### src/rtl/bmp_pkg.sv
`timescale 1ns / 1ps

package bmp_pkg;

   // Modulus and result width
   localparam int unsigned VALUE_W        = 30;
   localparam logic [VALUE_W-1:0] PRIME   = 30'd998244353;
   localparam int unsigned MAX_N_BITS_DEF = 20;

   // Barrett constant floor(2^60 / p), below 2^31
   localparam int unsigned MU_W = 31;
   localparam logic [MU_W-1:0] BARRETT_MU = MU_W'((64'd1 << 60) / 64'(PRIME));

   // Fermat exponent p - 2, walked from its LSB
   localparam int unsigned EXP_W = 30;
   localparam logic [EXP_W-1:0] INV_EXPONENT = PRIME - 30'd2;
   localparam int unsigned BIT_W = 5;
   localparam logic [BIT_W-1:0] EXP_LAST_BIT = BIT_W'(EXP_W - 1);

   // Sequencer program addresses
   localparam int unsigned PC_W = 5;
   localparam logic [PC_W-1:0] ST_IDLE     = 5'd0;
   localparam logic [PC_W-1:0] ST_SETUP    = 5'd1;
   localparam logic [PC_W-1:0] ST_LOOP     = 5'd2;
   localparam logic [PC_W-1:0] ST_MUL_DEN  = 5'd3;
   localparam logic [PC_W-1:0] ST_WAIT_I0  = 5'd4;
   localparam logic [PC_W-1:0] ST_WAIT_I1  = 5'd5;
   localparam logic [PC_W-1:0] ST_WB_NUM   = 5'd6;
   localparam logic [PC_W-1:0] ST_WB_DEN   = 5'd7;
   localparam logic [PC_W-1:0] ST_INV      = 5'd8;
   localparam logic [PC_W-1:0] ST_EXP_MUL  = 5'd9;
   localparam logic [PC_W-1:0] ST_EXP_SQR  = 5'd10;
   localparam logic [PC_W-1:0] ST_WAIT_E0  = 5'd11;
   localparam logic [PC_W-1:0] ST_WAIT_E1  = 5'd12;
   localparam logic [PC_W-1:0] ST_WB_ACC   = 5'd13;
   localparam logic [PC_W-1:0] ST_WB_BASE  = 5'd14;
   localparam logic [PC_W-1:0] ST_FINAL    = 5'd15;
   localparam logic [PC_W-1:0] ST_WAIT_F0  = 5'd16;
   localparam logic [PC_W-1:0] ST_WAIT_F1  = 5'd17;
   localparam logic [PC_W-1:0] ST_WAIT_F2  = 5'd18;
   localparam logic [PC_W-1:0] ST_WB_RES   = 5'd19;
   localparam logic [PC_W-1:0] ST_OUT      = 5'd20;
   localparam logic [PC_W-1:0] ST_RETURN   = 5'd21;

   typedef enum logic [1:0] {
      SEL_A_NUM,
      SEL_A_DEN,
      SEL_A_ACC,
      SEL_A_BASE
   } sel_a_type;

   typedef enum logic [1:0] {
      SEL_B_IDX,
      SEL_B_IDX_R,
      SEL_B_BASE,
      SEL_B_ACC
   } sel_b_type;

   typedef enum logic [2:0] {
      WR_NONE,
      WR_NUM,
      WR_DEN,
      WR_ACC_IF_BIT,
      WR_BASE,
      WR_RES
   } wr_type;

   typedef enum logic [2:0] {
      ACT_NONE,
      ACT_IDLE,
      ACT_SETUP,
      ACT_STEP_I,
      ACT_INV_INIT,
      ACT_STEP_BIT,
      ACT_OUT
   } act_type;

   typedef enum logic [2:0] {
      COND_NONE,
      COND_ALWAYS,
      COND_NO_REQ,
      COND_INVALID,
      COND_I_DONE,
      COND_MORE_BITS,
      COND_RSP_WAIT
   } cond_type;

   typedef struct packed {
      sel_a_type        sel_a;
      sel_b_type        sel_b;
      wr_type           wr;
      act_type          act;
      cond_type         cond;
      logic [PC_W-1:0]  target;
   } ucode_word_type;

   // Control store. An operand pair issued at one step is written back by a later step's write
   // field, once the product leaves the last register of the multiplier pipeline.
   function automatic ucode_word_type ucode_rom(input logic [PC_W-1:0] pc);
      ucode_word_type w;
      w = '{sel_a: SEL_A_NUM, sel_b: SEL_B_IDX, wr: WR_NONE, act: ACT_NONE,
            cond: COND_NONE, target: ST_IDLE};
      case (pc)
         ST_IDLE: begin
            w.act = ACT_IDLE; w.cond = COND_NO_REQ; w.target = ST_IDLE;
         end
         ST_SETUP: begin
            w.act = ACT_SETUP; w.cond = COND_INVALID; w.target = ST_OUT;
         end
         ST_LOOP: begin
            w.sel_a = SEL_A_NUM; w.sel_b = SEL_B_IDX;
            w.cond = COND_I_DONE; w.target = ST_INV;
         end
         ST_MUL_DEN: begin
            w.sel_a = SEL_A_DEN; w.sel_b = SEL_B_IDX_R; w.act = ACT_STEP_I;
         end
         ST_WAIT_I0, ST_WAIT_I1: begin
         end
         ST_WB_NUM: begin
            w.wr = WR_NUM;
         end
         ST_WB_DEN: begin
            w.wr = WR_DEN; w.cond = COND_ALWAYS; w.target = ST_LOOP;
         end
         ST_INV: begin
            w.act = ACT_INV_INIT;
         end
         ST_EXP_MUL: begin
            w.sel_a = SEL_A_ACC; w.sel_b = SEL_B_BASE;
         end
         ST_EXP_SQR: begin
            w.sel_a = SEL_A_BASE; w.sel_b = SEL_B_BASE;
         end
         ST_WAIT_E0, ST_WAIT_E1: begin
         end
         ST_WB_ACC: begin
            w.wr = WR_ACC_IF_BIT;
         end
         ST_WB_BASE: begin
            w.wr = WR_BASE; w.act = ACT_STEP_BIT;
            w.cond = COND_MORE_BITS; w.target = ST_EXP_MUL;
         end
         ST_FINAL: begin
            w.sel_a = SEL_A_NUM; w.sel_b = SEL_B_ACC;
         end
         ST_WAIT_F0, ST_WAIT_F1, ST_WAIT_F2: begin
         end
         ST_WB_RES: begin
            w.wr = WR_RES;
         end
         ST_OUT: begin
            w.act = ACT_OUT; w.cond = COND_RSP_WAIT; w.target = ST_OUT;
         end
         ST_RETURN: begin
            w.cond = COND_ALWAYS; w.target = ST_IDLE;
         end
         default: begin
            w.cond = COND_ALWAYS; w.target = ST_IDLE;
         end
      endcase
      return w;
   endfunction

endpackage

### src/rtl/bmp_modmul.sv
`timescale 1ns / 1ps

module bmp_modmul import bmp_pkg::*; (
   input  logic               clock,
   input  logic [VALUE_W-1:0] a,
   input  logic [VALUE_W-1:0] b,
   output logic [VALUE_W-1:0] product
);

   // Four-stage Barrett pipeline, one operand pair per cycle.
   logic [59:0] s1_prod_ff;
   logic [30:0] s2_q_ff;
   logic [31:0] s2_lo_ff;
   logic [31:0] s3_qp_ff;
   logic [31:0] s3_lo_ff;
   logic [VALUE_W-1:0] s4_out_ff;

   logic [59:0] s1_prod_in;
   logic [61:0] s2_full;
   logic [60:0] s3_full;
   logic [31:0] s4_rem;
   logic [VALUE_W-1:0] s4_out_in;

   assign s1_prod_in = {30'd0, a} * {30'd0, b};
   assign s2_full    = {31'd0, s1_prod_ff[59:29]} * {31'd0, BARRETT_MU};
   assign s3_full    = {30'd0, s2_q_ff} * {31'd0, PRIME};

   // Estimate is short by at most two multiples of p
   always_comb begin
      s4_rem = s3_lo_ff - s3_qp_ff;
      if (s4_rem >= {PRIME, 1'b0}) begin
         s4_out_in = VALUE_W'(s4_rem - {PRIME, 1'b0});
      end else if (s4_rem >= {2'd0, PRIME}) begin
         s4_out_in = VALUE_W'(s4_rem - {2'd0, PRIME});
      end else begin
         s4_out_in = VALUE_W'(s4_rem);
      end
   end

   always_ff @(posedge clock) begin
      s1_prod_ff <= s1_prod_in;
      s2_q_ff    <= s2_full[61:31];
      s2_lo_ff   <= s1_prod_ff[31:0];
      s3_qp_ff   <= s3_full[31:0];
      s3_lo_ff   <= s2_lo_ff;
      s4_out_ff  <= s4_out_in;
   end

   assign product = s4_out_ff;

endmodule

### config.mk
export PLATFORM = sky130hd
export DESIGN_NAME = bmp_modmul
export DESIGN_NICKNAME = d
export VERILOG_FILES = /design/src/rtl/bmp_pkg.sv /design/src/rtl/bmp_modmul.sv
export SDC_FILE = /design/constraint.sdc
export NUM_CORES = 2
export LEC_CHECK = 0
export BUFFER_PORTS_ARGS = -buffer_cell sky130_fd_sc_hd__clkbuf_2
export CAP_MARGIN = 20
export CORE_UTILIZATION = 55
export CTS_CLUSTER_SIZE = 30
export DETAILED_ROUTE_END_ITERATION = 8
export PLACE_DENSITY = 0.86
export SETUP_SLACK_MARGIN = 0.1
export SYNTH_ARGS = -nofsm -noshare
export SYNTH_HDL_FRONTEND = slang
export SYNTH_SLANG_ARGS = --single-unit
### constraint.sdc
create_clock -name clock -period 8.8 [get_ports clock]
set_clock_uncertainty 0.1 [all_clocks]
set_input_delay 2.2 -clock clock [delete_from_list [all_inputs] [get_ports clock]]
set_output_delay 2.2 -clock clock [all_outputs]
set_load 0.005 [all_outputs]
-- Word-level counts from Yosys, hierarchy flattened
Index checks and enable logic that the tools add are counted.
- memories kept: 0
- output and inout bits: 30
- bits in read-only memories: 0
- flip-flop bits (word level): 217
- bits in latches: 0
- RAM bits: 0
- word-level logic and storage cells: 16
- bits of input ports: 61
- shift operators: 0
- eq/ne operators: 0
- multiplexer cells: 2
- add/sub/neg operators: 3
- div/mod/pow operators: 0
- order comparisons: 2
- reductions and logical operators: 0
- bitwise gates (word level): 0
- multipliers: 3
- operator list (kind ; number):
    $mul 31x31->62 const B ; 1
    $mul 30x30->60 ; 1
    $mux 30 ; 2
    $sub 30x30->30 const B ; 2
    $ge 32x30->1 const B ; 1
    $ge 32x31->1 const B ; 1
    $mul 31x30->32 const B ; 1
    $sub 32x32->32 ; 1

-- Logic depth before layout (Yosys ltp)
- depth in word-level cells: 4
- depth in mapped cells: 32
- mapped depth without buffers: 30

-- Worst setup path before layout
No wires, ideal clock.
- kind: input-to-reg
- start: input b[3]
- end: register s1_prod_ff[49]
- path buffers: 2
- arrival: 9361 ps
- required time: 8628 ps
- setup slack: -733 ps
- library setup time: 72 ps
- cell stages on the path: 28
- path through: clkbuf_1 -> and2_1 -> fa_1 -> fa_1 -> fa_1 -> inv_1 -> fa_1 -> inv_1 -> fa_1 -> fa_1 -> fa_1 -> inv_1 -> fa_1 -> inv_1 -> ha_1 -> clkbuf_1 -> a21o_1 -> a21o_1 -> a21o_1 -> a221o_1 -> a221oi_1 -> o31ai_1 -> a21boi_0 -> o21bai_1 -> a21oi_1 -> o21ai_0 -> a221oi_1 -> xnor2_1
- cells in the longest elaborated chain, start to end: 1
- ends and longest elaborated chain (what ; RTL line ; text):
    start, declared ; bmp_modmul.sv:6 ; input logic [VALUE_W-1:0] b,
    $mul 30x30->60 ; bmp_modmul.sv:24 ; assign s1_prod_in = {30'd0, a} * {30'd0, b};
    via s1_prod_in[49] ; bmp_modmul.sv:18 ; logic [59:0] s1_prod_in;
    end signal, assigned ; bmp_modmul.sv:41 ; s1_prod_ff <= s1_prod_in;
    end, declared ; bmp_modmul.sv:11 ; logic [59:0] s1_prod_ff;
The timed path passes the listed nets, and every way through them passes these cells.

-- Worst setup path in the final report
- start: input a[10]
- end: register s1_prod_ff[59]
- cells in the longest elaborated chain, start to end: 1
- ends and longest elaborated chain (what ; RTL line ; text):
    start, declared ; bmp_modmul.sv:5 ; input logic [VALUE_W-1:0] a,
    $mul 30x30->60 ; bmp_modmul.sv:24 ;
    via s1_prod_in[59] ; bmp_modmul.sv:18 ;
The timed path passes the listed nets, and every way through them passes these cells.

==> run metrics <==
Max clock buf depth 3; Distinct cells, synth 83; Initial Util between 50% and 60%; period utilization 103%; CTS buffer count 23; Seq/Total Area, Yosys about 8.6%; Die H between 300 and 400 um; #FFs+latches synth between 200 and 250; Worst-Margin Slew approximately 1.0 ns; Area Overhead vs Synth 11.5%; gp weighted congestion between 0.9 and 1; mux cell area share after synthesis less than 1%; first-pass GRT wire length about 210000 um; CTS tree yes; ANT nets after route 0; largest net degree at the start of global routing 25; share of cells above drive strength 1 between 10% and 20%; Final Hold Violating Endpoints 0; R2R Path Start s1_prod_ff[48]; CTS sink count between 200 and 250; WHS between 0.2 and 0.25 ns; Max FO, Critical Path 13; Total GRT Usage 28.1%; hold depth 0; vias per cell 5.61; reg2reg path depth 24; Congestion Overflow GR 0; crit path time final ~9 ns; first-pass detailed-route iteration total 8; area post-placement about 55000 sq um; Synth area leader fa_1; vias in the first global route about 41000; detailed-route via count 38100; number of flops mapped to enable cells by yosys 0; Reg clk slew, reported paths about 0.06 ns; Post-Synthesis Cells roughly 5300; syn_area_per_cell ~9.5 sq um; area fraction in compound gates after synthesis 5.84%; die area 93400 sq um; status finished with violations; Hold Startpoint s2_q_ff[14]; WL/cell between 15 and 20 um; Worst Path Class, Setup input port to register; Worst setup SP type input port; I/O pins 91; Synth Flop Type dfxtp_1; Die Width a little over 300 um; Initial DRC Count about 3400; Root Buffer clkbuf_16; IO buf count 90; Fmax 110 MHz; nets between 7000 and 8000; DRC 0; Hold Path Sink s3_qp_ff[14]; worst setup margin -0.301 ns; worst skew pair latency 0.56 ns; Post-Syn Area 50700 sq um; largest family of logic cells by synthesized area adder cells; FILL cells between 6000 and 7000; Req. time, crit path between 9 and 10 ns; Slew HR approximately 30%; CTS Hold Bufs 0; initial antenna violation count 9; ys async rst share 0%; post-synthesis adder-cell area fraction just under 60%; DP Wirelength 108000 um; ranking of synthesized cells by area fa_1, ha_1, inv_1, dfxtp_1, and2_1; max cap viols 0; YS warnings 0; Mapped Nets roughly 7200; H-Tree Depth 1; R2R Setup Slk 0.53 ns; WL final roughly 130000 um; failing checks negative setup slack; RR Endpoint s2_q_ff[30]; Post-Synth XOR/XNOR Area between 2 and 3%; crit path DAT roughly 9.4 ns; setup violators final 15; simple-gate portion of the synthesized area between 10% and 20%; row cnt 111; Final Cell Area between 50000 and 60000 sq um; Yosys top cell area share between 40 and 50%; Setup crit end kind register; CORE AREA 91500 sq um; fin. max-slew vios 0; RSZ-0062 raised after global routing yes; min-delay worst type register to register
-- final cells by class --
class | instances | area [sq um] | share of cell area [%]
Clock buffer | 28 | 614 | 1.09
Inverter | 1288 | 4830 | 8.55
Clock inverter | 13 | 111 | 0.197
Sequential cell | 217 | 4340 | 7.68
Antenna cell | 1 | 2.50 | 0.00442
Tap cell | 1186 | 1480 | 2.62
Multi-Input combinational cell | 3612 | 41600 | 73.5
Timing Repair Buffer | 447 | 3600 | 6.36
-- cell usage after synthesis, types with 4 or more instances --
| cell | instances |
|---|---|
| o21bai_1 | 13 |
| xor2_1 | 46 |
| nor3_1 | 33 |
| dfxtp_1 | 217 |
| nor4b_1 | 6 |
| nand2b_1 | 9 |
| nor2_1 | 88 |
| o21ai_0 | 74 |
| a221oi_1 | 5 |
| or2_2 | 8 |
| o21ai_1 | 5 |
| nor3b_1 | 7 |
| o21a_1 | 14 |
| a21boi_0 | 4 |
| nand3_1 | 36 |
| nand4_1 | 21 |
| a211o_1 | 6 |
| ha_1 | 715 |
| a21oi_1 | 113 |
| a21o_1 | 89 |
| inv_1 | 1288 |
| clkbuf_1 | 203 |
| a31oi_1 | 22 |
| nand2_1 | 456 |
| or3_1 | 8 |
| and3_1 | 16 |
| a211oi_1 | 16 |
| and4_1 | 9 |
| o22ai_1 | 4 |
| o211ai_1 | 15 |
| fa_1 | 1048 |
| o31ai_1 | 11 |
| and2_1 | 528 |
| xnor2_1 | 100 |
| nor2b_1 | 11 |
-- per-stage QoR --
stage          utilization, %  setup TNS [ns]  std cells  worst slack, ns
5_1_grt                  61.8           -4.39       6792           -0.468
4_1_cts                  61.0          -0.390       6772           -0.128
2_1_floorplan               -          -0.986       5327           -0.304
6_report                 61.8           -2.00       6792           -0.301
3_5_place_dp             59.7          -19.94       6724            -1.07
3_3_place_gp             59.7          -14.79       6724           -0.773
-- placed cells by master, fill, tap and decap left out, types with 89 or more instances in the layout --
cell type  count
xnor2_1       96
ha_1         689
buf_4        330
inv_1       1263
and2_1       516
a21oi_1       93
nand2_1      451
a21o_1        89
dfxtp_1      217
fa_1        1017
-- logic make-up after synthesis --
logic type | count (synthesis)
compound gates | 445
xor+xnor | 146
fa+ha+maj | 1763
buf+inv | 1498
simple gates | 1254
flops | 217
mux | 4
-- sequential cells by signal (all words and copies together), names as in the netlist --
signal      flops
s2_q_ff        31
s2_lo_ff       32
s3_lo_ff       32
product        30
s3_qp_ff       32
s1_prod_ff     60
-- what timing repair did --
item / in CTS / in global routing
endpoints found under the setup margin: 24 / 31
gates cloned: 1 / 4
pin swaps: 38 / 93
gates resized for setup: 70 / 144
setup buffers: 6 / 18
-- critical path: stages --
cell and delay (ns):
clkbuf_2 0.16, buf_12 0.18, and2_1 0.16, fa_2 0.55, fa_1 0.44, fa_1 0.51, inv_1 0.05, fa_1 0.53
inv_1 0.05, fa_1 0.47, ha_1 0.34, fa_1 0.55, inv_1 0.06, fa_1 0.55, inv_1 0.07, ha_4 0.28
nand2_2 0.08, o21ai_1 0.16, a31oi_1 0.13, o21ai_2 0.23, a31oi_4 0.09, o31ai_4 0.41, a31oi_2 0.17, o211ai_1 0.27
nand2_1 0.17, o311ai_4 0.31, a21oi_2 0.10, xnor2_1 0.12
-- worst max-delay path by stage --
stage,startpoint,to
2_1_floorplan,b[3],s1_prod_ff[49]
3_3_place_gp,b[5],s1_prod_ff[59]
3_5_place_dp,b[5],s1_prod_ff[59]
4_1_cts,a[10],s1_prod_ff[55]
5_1_grt,a[10],s1_prod_ff[59]
6_report,a[10],s1_prod_ff[59]
-- metal layers --
metal,track usage [%],vias to the layer above,wire (um)
met1,35.7,19000,51100
met5,0,-,114
met4,9.92,16,6630
met3,4.71,515,11500
met2,48.3,1874,64900
li1,-,16600,-
Power is left out: the tool's default activity adds up to more than one toggle a clock period on the data nets, which glitch-free logic cannot reach.
